--- config.mk ---
export PLATFORM = sky130hd
export DESIGN_NAME = button_debounce_long_press
export DESIGN_NICKNAME = d
export VERILOG_FILES = /design/src/sv/bdlp_pkg.sv /design/src/sv/bdlp_cell.sv /design/src/sv/button_debounce_long_press.sv
export SDC_FILE = /design/constraint.sdc
export NUM_CORES = 1
export LEC_CHECK = 0
export BUFFER_PORTS_ARGS = -buffer_cell sky130_fd_sc_hd__clkbuf_2
export CAP_MARGIN = 10
export CORE_UTILIZATION = 45
export DETAILED_ROUTE_END_ITERATION = 6
export PLACE_DENSITY_LB_ADDON = 0.08
export SETUP_SLACK_MARGIN = 0.1
export SLEW_MARGIN = 15
export SYNTH_ARGS = -nofsm -noshare
export SYNTH_HDL_FRONTEND = slang
export SYNTH_SLANG_ARGS = --single-unit
export TNS_END_PERCENT = 10
--- constraint.sdc ---
create_clock -name aclk -period 4 [get_ports aclk]
set_input_delay 0.2 -clock aclk [delete_from_list [all_inputs] [get_ports aclk]]
set_output_delay 0.2 -clock aclk [all_outputs]
set_load 0.1 [all_outputs]
--- src/sv/bdlp_pkg.sv ---
// Shared types and constants for the button debouncer with long-press repeat.
package bdlp_pkg;

    // Configuration registers are 16 bits wide.
    localparam int REG_WIDTH       = 16;
    localparam int CFG_INDEX_WIDTH = 1;

    // Configuration register indexes.
    localparam logic [CFG_INDEX_WIDTH-1:0] CFG_LONG_PRESS_TICKS = 1'd0;
    localparam logic [CFG_INDEX_WIDTH-1:0] CFG_REPEAT_TICKS     = 1'd1;

    // Debounced phase of one button.
    localparam logic [1:0] PH_RELEASED = 2'd0;
    localparam logic [1:0] PH_PRESSED  = 2'd1;
    localparam logic [1:0] PH_LONG     = 2'd2;

    // Effective timing values, already clamped to their legal minimum.
    typedef struct packed {
        logic [REG_WIDTH-1:0] long_thr;    // count at which button 0 goes long held
        logic [REG_WIDTH-1:0] repeat_len;  // ticks between repeat events
    } bdlp_cfg_t;

    // Per-button result of one tick.
    typedef struct packed {
        logic press;
        logic rep_evt;
        logic held;
        logic long_held;
    } bdlp_status_t;

endpackage

--- src/sv/bdlp_cell.sv ---
// One button: three-sample debounce, press counter, and phase tracking.
module bdlp_cell
    import bdlp_pkg::*;
#(
    parameter int COUNT_WIDTH = 16,
    parameter bit HAS_LONG    = 1'b0
) (
    input  logic         aclk,
    input  logic         aresetn,
    input  logic         advance,
    input  logic         level,
    input  bdlp_cfg_t    cfg,
    output bdlp_status_t status
);

    localparam int CMP_W = (COUNT_WIDTH > REG_WIDTH) ? COUNT_WIDTH : REG_WIDTH;

    logic [2:0]             hist_reg, hist_next;
    logic [COUNT_WIDTH-1:0] count_reg, count_next;
    logic [1:0]             phase_reg, phase_next;
    logic [COUNT_WIDTH-1:0] count_inc;
    logic [CMP_W-1:0]       count_cmp;
    logic                   first;
    logic                   rep;

    assign hist_next = {hist_reg[1:0], level};
    assign count_inc = (count_reg == '1) ? count_reg : count_reg + COUNT_WIDTH'(1);
    assign count_cmp = CMP_W'(count_inc);

    always_comb begin
        count_next = count_reg;
        phase_next = phase_reg;
        first      = 1'b0;
        rep        = 1'b0;
        if (hist_next == 3'b111) begin
            count_next = '0;
            phase_next = PH_RELEASED;
        end else if (hist_next == 3'b000) begin
            first      = (phase_reg == PH_RELEASED);
            count_next = count_inc;
            if (HAS_LONG) begin
                if (phase_reg == PH_LONG) begin
                    if (count_cmp >= CMP_W'(cfg.repeat_len)) begin
                        rep        = 1'b1;
                        count_next = '0;
                    end
                end else if (count_cmp >= CMP_W'(cfg.long_thr)) begin
                    // Threshold reached: enter long held, repeat fires instead
                    // of the press event even on the very first press tick.
                    phase_next = PH_LONG;
                    rep        = 1'b1;
                    count_next = '0;
                    first      = 1'b0;
                end else begin
                    phase_next = PH_PRESSED;
                end
            end else begin
                phase_next = PH_PRESSED;
                count_next = COUNT_WIDTH'(2);
            end
        end
    end

    assign status.press     = first;
    assign status.rep_evt   = rep;
    assign status.held      = (phase_next != PH_RELEASED);
    assign status.long_held = (phase_next == PH_LONG);

    always_ff @(posedge aclk) begin
        if (!aresetn) begin
            hist_reg  <= 3'b111;
            count_reg <= '0;
            phase_reg <= PH_RELEASED;
        end else if (advance) begin
            hist_reg  <= hist_next;
            count_reg <= count_next;
            phase_reg <= phase_next;
        end
    end

endmodule

--- src/sv/button_debounce_long_press.sv ---
// Top level of the multi-button debouncer with long-press auto-repeat.
//
//  Channel   Direction  Payload (lowest bits first)
//  -------   ---------  ------------------------------------------------------
//  s_axis    in         raw_levels[NUM_BUTTONS] (0 = pressed)
//  m_axis    out        press_events[NUM_BUTTONS], repeat_event,
//                       held_buttons[NUM_BUTTONS], long_held
//  cfg       in         index 0: long_press_ticks, index 1: repeat_ticks
//
// Each input transaction is one tick. It is captured in an input register, the
// per-button update runs as shallow logic between that register and the output
// register, and one result transaction follows per tick. m_tvalid rises when the
// tick moves from the input register into the output register, and a new
// transaction is accepted every cycle unless both registers are full and stalled.
// When m_tready is low the output register holds; the input register keeps
// accepting until it is also occupied, then s_tready drops. Reset (synchronous,
// active low) empties both registers, marks every button released with three
// released samples, and restores long_press_ticks to 100 and repeat_ticks to 20.
module button_debounce_long_press
    import bdlp_pkg::*;
#(
    parameter int NUM_BUTTONS = 5,
    parameter int COUNT_WIDTH = 16
) (
    input  logic                                   aclk,
    input  logic                                   aresetn,
    // Input stream.
    input  logic                                   s_tvalid,
    output logic                                   s_tready,
    // raw_levels[NUM_BUTTONS-1:0], zero padded to whole bytes.
    input  logic [((NUM_BUTTONS+7)/8)*8-1:0]       s_tdata,
    // Result stream.
    output logic                                   m_tvalid,
    input  logic                                   m_tready,
    // press_events[NUM_BUTTONS], repeat_event, held_buttons[NUM_BUTTONS],
    // long_held, zero padded to whole bytes.
    output logic [((2*NUM_BUTTONS+2+7)/8)*8-1:0]   m_tdata,
    // Configuration write port.
    input  logic                                   cfg_wr_en,
    input  logic [CFG_INDEX_WIDTH-1:0]             cfg_index,
    input  logic [REG_WIDTH-1:0]                   cfg_data
);

    localparam int OUT_W       = 2 * NUM_BUTTONS + 2;
    localparam int OUT_TDATA_W = ((OUT_W + 7) / 8) * 8;
    localparam int REP_BIT     = NUM_BUTTONS;
    localparam int HELD_LSB    = NUM_BUTTONS + 1;
    localparam int LONG_BIT    = 2 * NUM_BUTTONS + 1;

    // Configuration registers.
    logic [REG_WIDTH-1:0] long_press_ticks_reg;
    logic [REG_WIDTH-1:0] repeat_ticks_reg;
    bdlp_cfg_t            cfg_eff;

    // Input register.
    logic                   s1_valid_reg;
    logic [NUM_BUTTONS-1:0] s1_levels_reg;

    // Output register.
    logic                   m_valid_reg;
    logic [OUT_W-1:0]       m_data_reg;

    logic                   out_free;
    logic                   advance;
    bdlp_status_t           status [NUM_BUTTONS];
    logic [NUM_BUTTONS-1:0] press_next;
    logic [NUM_BUTTONS-1:0] held_next;
    logic [OUT_W-1:0]       m_data_next;

    always_ff @(posedge aclk) begin
        if (!aresetn) begin
            long_press_ticks_reg <= REG_WIDTH'(100);
            repeat_ticks_reg     <= REG_WIDTH'(20);
        end else if (cfg_wr_en) begin
            case (cfg_index)
                CFG_LONG_PRESS_TICKS: long_press_ticks_reg <= cfg_data;
                CFG_REPEAT_TICKS:     repeat_ticks_reg     <= cfg_data;
                default: ;
            endcase
        end
    end

    // A long-press setting below two acts as two, so the threshold count is
    // at least one; a repeat interval of zero acts as one.
    always_comb begin
        if (long_press_ticks_reg < REG_WIDTH'(2)) begin
            cfg_eff.long_thr = REG_WIDTH'(1);
        end else begin
            cfg_eff.long_thr = long_press_ticks_reg - REG_WIDTH'(1);
        end
        if (repeat_ticks_reg == '0) begin
            cfg_eff.repeat_len = REG_WIDTH'(1);
        end else begin
            cfg_eff.repeat_len = repeat_ticks_reg;
        end
    end

    // The input register moves on whenever the output register is empty or
    // is being drained in this cycle.
    assign out_free = !m_valid_reg || m_tready;
    assign advance  = s1_valid_reg && out_free;
    assign s_tready = !s1_valid_reg || out_free;

    always_ff @(posedge aclk) begin
        if (!aresetn) begin
            s1_valid_reg <= 1'b0;
        end else if (s_tready) begin
            s1_valid_reg <= s_tvalid;
        end
    end

    always_ff @(posedge aclk) begin
        if (s_tvalid && s_tready) begin
            s1_levels_reg <= s_tdata[NUM_BUTTONS-1:0];
        end
    end

    // Button 0 carries the long-press and repeat logic; the others only
    // debounce and report the first press.
    for (genvar i = 0; i < NUM_BUTTONS; i++) begin : g_btn
        bdlp_cell #(
            .COUNT_WIDTH (COUNT_WIDTH),
            .HAS_LONG    (i == 0)
        ) u_cell (
            .aclk    (aclk),
            .aresetn (aresetn),
            .advance (advance),
            .level   (s1_levels_reg[i]),
            .cfg     (cfg_eff),
            .status  (status[i])
        );
        assign press_next[i] = status[i].press;
        assign held_next[i]  = status[i].held;
    end

    assign m_data_next = {status[0].long_held, held_next, status[0].rep_evt, press_next};

    always_ff @(posedge aclk) begin
        if (!aresetn) begin
            m_valid_reg <= 1'b0;
        end else if (out_free) begin
            m_valid_reg <= s1_valid_reg;
        end
    end

    always_ff @(posedge aclk) begin
        if (advance) begin
            m_data_reg <= m_data_next;
        end
    end

    assign m_tvalid = m_valid_reg;
    assign m_tdata  = OUT_TDATA_W'(m_data_reg);

    // A repeat event only fires while button 0 is long held.
    a_repeat_needs_long: assert property (@(posedge aclk) disable iff (!aresetn)
        m_valid_reg && m_data_reg[REP_BIT] |-> m_data_reg[LONG_BIT])
        else $error("repeat event without long-held state");

    // Long held implies button 0 is reported as held.
    a_long_implies_held: assert property (@(posedge aclk) disable iff (!aresetn)
        m_valid_reg && m_data_reg[LONG_BIT] |-> m_data_reg[HELD_LSB])
        else $error("long held while button 0 not held");

    // A press event is only reported for a button that is now held.
    a_press_implies_held: assert property (@(posedge aclk) disable iff (!aresetn)
        m_valid_reg |->
            ((m_data_reg[NUM_BUTTONS-1:0] & ~m_data_reg[HELD_LSB +: NUM_BUTTONS]) == '0))
        else $error("press event for a button that is not held");

    // A tick waiting in the input register is not lost while the output stalls.
    a_input_kept: assert property (@(posedge aclk) disable iff (!aresetn)
        s1_valid_reg && !out_free |=> s1_valid_reg && $stable(s1_levels_reg))
        else $error("pending tick dropped during output stall");

endmodule

**Word level (Yosys, flattened, before mapping)**

Cells that the tools add are included.

- Register bits after elaboration: 87
- Bits in latches: 0
- Memory bits (writable): 0
- Bits in read-only memories: 0
- Input bits: 30
- Output and inout bits: 18
- Logic and storage cells: 97
- Memories kept: 0

- $add $sub $neg: 2
- Multipliers: 0
- Divide/modulo/power cells: 0
- Order comparisons: 3
- Equal/unequal tests: 8
- Shift operators: 0
- Mux-type cells: 25
- Bitwise logic cells: 6
- Reduce and logical (&&, ||, !) cells: 31

Operators by type and width:

| cell | count |
|---|---|
| $mux W16 | 8 |
| $ge A16 B16 Y1 | 2 |
| $mux W2 | 12 |
| $add A16 B1 Y16 const B | 1 |
| $eq A16 B16 Y1 const B | 1 |
| $logic_not A16 Y1 | 1 |
| $lt A16 B2 Y1 const B | 1 |
| $sub A16 B1 Y16 const B | 1 |
| $eq A3 B3 Y1 const B | 5 |
| $logic_not A3 Y1 | 5 |
| $reduce_bool A2 Y1 | 6 |
| $logic_not A2 Y1 | 5 |
| $reduce_or A2 Y1 | 5 |
| $not A1 Y1 | 6 |
| $reduce_and A2 Y1 | 3 |
| $mux W1 | 5 |
| $eq A2 B2 Y1 const B | 2 |
| $logic_and A1 B1 Y1 | 2 |
| $logic_not A1 Y1 | 2 |
| $logic_or A1 B1 Y1 | 2 |

**Depth between registers and ports, before layout**

Gate-level depths: netlist (run 1).

- Depth after elaboration: 8
- Mapped depth: 17
- Mapped depth without buffers: 15

**By module**

From an unflattened synthesis (run 1), not the netlist that was laid out.

- Cell total of the unflattened synthesis: 609
- Area total of the unflattened synthesis: 5,228.8 um2

By module, submodules not included:

| module | instances | cells each | area an instance (um2) | sequential area each (um2) |
|---|---|---|---|---|
| button_debounce_long_press | 1 | 254 | 2,283.4 | 1,191.1 |
| bdlp_cell at g_btn[0].u_cell | 1 | 255 | 1,999.4 | 400.4 |
| bdlp_cell at g_btn[1].u_cell ... | 4 | 25 | 236.5 | 80.1 |

**Worst setup path after synthesis (run 1)**

OpenSTA, ideal clock, no wires.

- Path type: register to register
- Start: reg g_btn[0].u_cell.count_reg[1]
- End: reg g_btn[0].u_cell.count_reg[10]
- Setup time: 0.060 ns
- Arrival time: 3.371 ns
- Data required time: 3.940 ns
- Path slack: 0.569 ns
- Stages on the path, launching flop included: 16
- Path buffers: 2
- Clock period less this slack: 3.431 ns
- Path through: dfxtp_1 ha_1 nand2_1 or3_1 or3_1 buf_6 nand2_1 nand2_1 ha_1 nor2b_1 o211a_1 o311ai_1 nand4_1 o2bb2ai_1 buf_2 a22o_1

- Word-level cells in the longest chain between the ends: 7
- Elaborated cells between the ends (all ways): 10
- Classes of those cells: add/sub (1); order compare (2); eq/ne (1); mux (6)

RTL lines:

| item | line | text |
|---|---|---|
| from (decl) | bdlp_cell.sv:19 | `logic [COUNT_WIDTH-1:0] count_reg, count_next;` |
| from (signal assigned) | bdlp_cell.sv:76 | `count_reg <= count_next;` |
| $add A16 B1 Y16 / $eq A16 B16 Y1 (equally long branches) | bdlp_cell.sv:27 | `assign count_inc = (count_reg == '1) ? count_reg : count_reg + COUNT_WIDTH'(1);` |
| $mux W16 (*) | bdlp_cell.sv:27 |  |
| $ge A16 B16 Y1, on equally long branches | bdlp_cell.sv:47, bdlp_cell.sv:43 |  |
| $mux W16, on equally long branches | bdlp_cell.sv:47, bdlp_cell.sv:43 |  |
| $mux W16 (*) | bdlp_cell.sv:42 | `if (phase_reg == PH_LONG) begin` |
| $mux W16 (*) | bdlp_cell.sv:38 | `end else if (hist_next == 3'b000) begin` |
| $mux W16 (*) | bdlp_cell.sv:35 | `if (hist_next == 3'b111) begin` |

Every way passes the cells marked *; elsewhere a longest branch is shown, timed or not. The select of a mux whose other input is x is not followed.
A chain may end at the register's enable or synchronous reset.

**Final worst setup path (run 1)**

- Start: reg g_btn[0].u_cell.count_reg[1]
- End: reg g_btn[0].u_cell.count_reg[5]

Same word-level chain as after synthesis.

==> run_results.csv, run 1 <==
group,metric,value,unit
floorplanning,coreArea,10300,um^2
sta,post-route-period-util,90.2,%
critical_path,reg2reg_slack,0.39,ns
clocking,cts_buffer_depth,2,
sta,setup_viol,0,
power,fin_total_pwr,1.82,mW
detailed_routing,drt.antenna.violating_nets,0,
place,io_buffers,40,
floorplanning,die_w,105,um
detailed_routing,wl,10.2,mm
synth,synth_area_leader_cell,"dfxtp_1",
synth,synth_edf_count,17,
synth,ys_seq_area_share,40.0,%
critical_path,cp_num_buf_inv,2,
critical_path,crit_slowest_cell,"or3_4",
critical_path,critPathLaunch,"g_btn[0].u_cell.count_reg[1]",
critical_path,worst_r2r_endpoint,"g_btn[0].u_cell.count_reg[5]",
synth,yosys_warnings,0,
clocking,cts_tree,"yes",
synth,synthTopCellsByCount,"128 x nand2_1, 70 x dfxtp_1, 34 x ha_1, 30 x a21boi_0, 27 x o21ai_0",
final_layout,num-fill-cells,1008,
critical_path,max_stage_delay,0.45,ns
sta,final.setup.tns,0,ns
job,max-cap-violations,0,
final_layout,area_growth,12.1,%
critical_path,crit_path_frequent_cell,"nand2_1",
sta,hold_viol,0,
clocking,clock-root-buffer,"clkbuf_8",
critical_path,arrival,3.91,ns
floorplanning,die_h,105,um
final_layout,regArea,1910,um^2
critical_path,end_kind,"flop",
final_layout,multi_input_area,2710,um^2
synth,netlist_top_cells_area,"dfxtp_1 29%, edfxtp_1 11%, nand2_1 10%",
power,power_density,339,nW/um^2
sta,worst_pin_slew,1.00,ns
critical_path,reg2reg_depth,15,
sta,fin_skew,0.0114,ns
final_layout,stdcell_count,750,
clocking,cts.clk_slew.worst_paths,0.08,ns
critical_path,worstSetupPathType,"reg2reg",
critical_path,worstSetupPathDepth,15,
place,placed_cells,731,
sta,relSlewSlack,33.3,%
detailed_routing,viasPerCell,5.26,
clocking,insertion_delay,0.36,ns
place,dp_hpwl,7.58,mm
synth,mappedNetlistArea,4780,um^2
floorplanning,ios,48,
clocking,cts_made_buffers,9,
detailed_routing,first_pass_iters,4,
synth,synth_flop_cell,"dfxtp_1",
floorplanning,dieArea,11000,um^2
place,place_congestion,0.804,
synth,synth_cells,569,
final_layout,diodes,0,
floorplanning,num_rows,37,
power,leakagePower,2.26,nW
global_route,grt_pass1_vias,3492,
detailed_routing,wl_per_cell,13.6,um
run_status,status,"completed",
power,ir_drop,0.208,mV
sta,drv_slew,0,
global_route,grt_pass1_wl,17.0,mm
clocking,htree_levels,3,
synth,synth_seq_cells,87,
sta,min_period,3.61,ns
critical_path,crit_family,"simple AND/OR/NAND/NOR gates",
critical_path,required,4.30,ns
hold_path,hp-class,"in2reg",
detailed_routing,vias,3942,
floorplanning,start_util,46.3,%
final_layout,layout-drive-gt1-share,13.2,%
sta,rsz0062_at_grt,"no",
synth,synth_top_area_share,29.3,%
critical_path,cp-endpoint,"g_btn[0].u_cell.count_reg[5]",
global_route,grt_max_degree,57,
critical_path,crit_path_start_kind,"flop",
sta,holdWs,0.0229,ns
global_route,antenna_found_initial,0,
critical_path,crit_chain,"ha_1 -> nand2_1 -> or3_1 -> or3_4 -> nand2_1 -> nand2_1 -> ha_1 -> nor2b_1 -> o211a_1 -> o311ai_1 -> nand4_1 -> buf_4 -> o2bb2ai_1 -> buf_4 -> a22o_1",
final_layout,layout.nets,673,
global_route,grt_use_total,19.6,%
critical_path,cp_max_fo,14,
synth,ys_async_sr_fraction,0,%
clocking,cts_setup_buffers,0,
detailed_routing,drc,0,
synth,syn_area_per_cell,8.40,um^2
synth,synthDistinctLibCells,59,
global_route,grt_overflow,0,
synth,yosysMostFrequentCell,"nand2_1",
critical_path,regToRegStartpoint,"g_btn[0].u_cell.count_reg[1]",
sta,max_freq,277,MHz
detailed_routing,drt_iter0_drc,140,
clocking,clock_sinks,87,
-- kinds of logic after synthesis --
kind of cell / Yosys count / synth area share (%)
adders and majority gates: 34 / 8.90
xor gates and xnor gates: 21 / 4.01
and+or+nand+nor: 264 / 26.1
other: 1 / 0.0785
AOI/OAI and AO/OA: 114 / 16.1
muxes: 2 / 0.471
buffers and inverters: 46 / 4.27
DFF: 87 / 40.0
-- how the worst min path moves through the flow --
| stage | from | to | slack (ns) | depth (start not counted) |
|---|---|---|---|---|
| 3_5_place_dp | s_tdata[1] | s1_levels_reg[1] | 0.38 | 1 |
| 2_1_floorplan | s_tdata[0] | s1_levels_reg[0] | 0.30 | 0 |
| 5_1_grt | s_tdata[0] | s1_levels_reg[0] | 0.00002 | 1 |
| 6_report | s_tdata[0] | s1_levels_reg[0] | 0.02 | 1 |
| 4_1_cts | s_tdata[0] | s1_levels_reg[0] | 0.006 | 1 |
| 3_3_place_gp | s_tdata[1] | s1_levels_reg[1] | 0.38 | 1 |
-- layout make-up --
type                       count  area share, %
clock buffer                   9           2.31
clock inverter                 7           1.33
inverter                      20           1.40
multi-input combinational    439           50.5
sequential                    87           35.7
tap                          136           3.18
timing repair buffer          52           5.56
-- power breakdown --
part	internal, mW	leakage, nW	switching [mW]
Sequential	0.927	0.734	0.0342
Combinational	0.0792	1.44	0.163
Clock	0.289	0.0933	0.325
-- what timing repair did --
action,in CTS,in global routing
endpoints found under the setup margin,0,17
hold buffers,3,0
endpoints found under the hold margin,3,0
resized for setup,0,5
-- through the flow --
step | instance area [um^2] | setup WS [ns] | util, %
after detailed placement | 5100 | 0.248 | 49.4
after floorplan | 4790 | 0.569 | -
after global placement | 5100 | 0.324 | 49.4
after global routing | 5360 | 0.129 | 51.9
final | 5360 | 0.392 | 51.9
after CTS | 5320 | 0.211 | 51.6
-- layout by cell type (no fill, tap or decap), drive strengths merged, types with 13 or more instances in the layout --
cell type	synthesis	final
nand3	22	22
o21ai	28	28
nand2	128	128
inv	20	21
nor3	21	21
ha	34	34
a21boi	30	30
and3	13	13
edfxtp	17	17
xor2	14	14
nor2	27	27
clkbuf	18	49
a21oi	20	20
a22o	13	13
dfxtp	70	70
-- per-layer routing --
metal / global-route usage (%) / up-vias / share of wire (%)
li1: - / 2063 / -
met1: 28.4 / 1815 / 54
met2: 29.2 / 54 / 42
met3: 2.93 / 10 / 2.7
met4: 7.24 / 0 / 1.4
met5: 0 / - / 0
Power figures use the tool's default switching activity.
==> run 2, diff against run 1 <==
Settings changed: PLACE_DENSITY_LB_ADDON 0.08 to default.
==> run 2 against run 1 <==
  * Total power is 0.55% lower
  * Fmax is 1.4% lower
  * Sequential share of layout area stayed put
  * Count of clock-buffer cells in the layout is 2 higher
==> run_results.csv, run 2 (synthesis results as in run 1) <==
group,metric,value,unit
final_layout,layout_commonest_cell,"nand2_1",
floorplanning,ios,48,
floorplanning,die_w,105,um
global_route,grt_max_degree,57,
detailed_routing,vias,3941,
sta,hold_viol,0,
power,combPwrFrac,13.5,%
hold_path,hold_start,"cfg_data[6]",
clocking,htree_levels,3,
power,seqPwrFrac,53.2,%
critical_path,worstSetupPathType,"reg2reg",
critical_path,cp_max_fo,7,
place,place_congestion,0.791,
clocking,cts_tree,"yes",
sta,relSlewSlack,35.3,%
clocking,cts_made_buffers,9,
detailed_routing,first_pass_iters,4,
global_route,grt_pass1_wl,17.4,mm
final_layout,num-fill-cells,1012,
floorplanning,num_rows,37,
global_route,grt_use_total,20.0,%
sta,rsz0062_at_grt,"yes",
detailed_routing,drt_iter0_drc,128,
floorplanning,coreArea,10300,um^2
detailed_routing,viasPerCell,5.25,
power,leakagePower,2.27,nW
detailed_routing,wl_per_cell,13.8,um
clocking,insertion_delay,0.38,ns
power,p_clk_share,33.3,%
critical_path,worst_r2r_endpoint,"g_btn[0].u_cell.phase_reg[0]",
global_route,antenna_found_initial,0,
final_layout,multi_input_area,2700,um^2
clocking,clock_sinks,87,
critical_path,arrival,3.96,ns
critical_path,reg2reg_slack,0.34,ns
critical_path,required,4.30,ns
global_route,grt_overflow,0,
floorplanning,die_h,105,um
place,dp_hpwl,7.68,mm
final_layout,layout_common_cells,"128 x nand2_1, 70 x dfxtp_1, 40 x clkbuf_2",
detailed_routing,drc,0,
place,io_buffers,40,
critical_path,crit_path_start_kind,"flop",
detailed_routing,wl,10.3,mm
final_layout,diodes,0,
hold_path,hp-class,"in2reg",
power,fin_total_pwr,1.81,mW
sta,setup_viol,0,
power,switchingPower,532,uW
power,ir_drop,0.182,mV
run_status,status,"completed",
final_layout,regArea,1910,um^2
hold_path,hold_depth,3,
clocking,cts_buffer_depth,2,
sta,final.setup.tns,0,ns
job,max-cap-violations,0,
power,swShare,29.5,%
final_layout,layout-drive-gt1-share,12.5,%
floorplanning,start_util,46.3,%
sta,min_period,3.66,ns
power,power_density,337,nW/um^2
sta,fin_skew,0.0135,ns
sta,post-route-period-util,91.5,%
detailed_routing,drt.antenna.violating_nets,0,
final_layout,layout.nets,674,
hold_path,holdPathEnd,"long_press_ticks_reg[6]",
final_layout,area_growth,12.1,%
power,p_int,1.27,mW
critical_path,reg2reg_depth,14,
global_route,grt_pass1_vias,3676,
critical_path,regToRegStartpoint,"g_btn[0].u_cell.count_reg[1]",
sta,worst_pin_slew,0.970,ns
clocking,clock-root-buffer,"clkbuf_8",
sta,max_freq,273,MHz
floorplanning,dieArea,11000,um^2
critical_path,end_kind,"flop",
sta,drv_slew,0,
clocking,cts.clk_slew.worst_paths,0.09,ns
## run 2: changes by cell type in the layout (fill, tap and decap cells not counted), sizes merged
cell         change
bufinv           -1
inv              +1
clkinvlp         -1
dlygate4sd3      +2
buf              -1
clkbuf           +2
clkinv           -1
## run 2: repair_timing
action                                  CTS  global route
hold endpoints to repair                  5             0
endpoints found under the setup margin    0            19
hold buffers                              5             0
gates resized for setup                   0             5
buffers inserted                          0             0
## run 2: power groups by stage
stage	registers, mW	logic [mW]	clock network [mW]
detailed placement	0.981	0.241	0
global route	0.967	0.274	0.657
floorplan	1.01	0.148	0
CTS	0.960	0.245	0.622
finish	0.961	0.245	0.601
global placement	0.979	0.234	0
## run 2: how the worst max path moves through the flow
stage | from | end
after global placement | g_btn[0].u_cell.count_reg[1] | g_btn[0].u_cell.count_reg[0]
after global routing | g_btn[0].u_cell.count_reg[1] | g_btn[0].u_cell.phase_reg[0]
after floorplan | g_btn[0].u_cell.count_reg[1] | g_btn[0].u_cell.count_reg[10]
final | g_btn[0].u_cell.count_reg[1] | g_btn[0].u_cell.phase_reg[0]
after CTS | g_btn[0].u_cell.count_reg[1] | g_btn[0].u_cell.count_reg[0]
after detailed placement | g_btn[0].u_cell.count_reg[1] | g_btn[0].u_cell.count_reg[0]
## run 2: area by class of cell
type | count | share of cell area (%)
clock inverters | 5 | 0.701
well taps | 136 | 3.18
flip-flops and latches | 87 | 35.7
inverters | 20 | 1.40
clock buffers | 11 | 2.85
multi-input cells | 439 | 50.4
repair buffers | 53 | 5.79
## run 2: critical path, stage by stage (launching register included)
cell	delay (ns)
dfxtp_1	0.39
ha_1	0.24
nand2_1	0.10
or3_1	0.36
or3_4	0.46
nand2_1	0.09
nand2_1	0.12
ha_1	0.33
nor2b_1	0.14
o211a_1	0.20
o311ai_1	0.23
nand4_1	0.22
buf_4	0.22
or3_1	0.33
a21boi_0	0.16
## run 2: stage by stage
stage	hold slack (ns)	util, %	worst slack [ns]	cell area (um^2)	std cells
3_3_place_gp	0.378	49.2	0.310	5080	729
6_report	0.0460	51.9	0.340	5360	751
2_1_floorplan	0.299	-	0.569	4790	572
3_5_place_dp	0.381	49.2	0.174	5080	729
5_1_grt	0.0581	51.9	0.0404	5360	751
4_1_cts	0.0288	51.6	0.147	5320	750
## run 2: metal layers
layer / GRT usage (%) / routed length (um) / vias to the layer above
li1: - / - / 2063
met1: 28.0 / 5300 / 1779
met2: 29.4 / 4390 / 79
met3: 4.43 / 416 / 20
met4: 9.15 / 236 / 0
met5: 0 / 0 / -
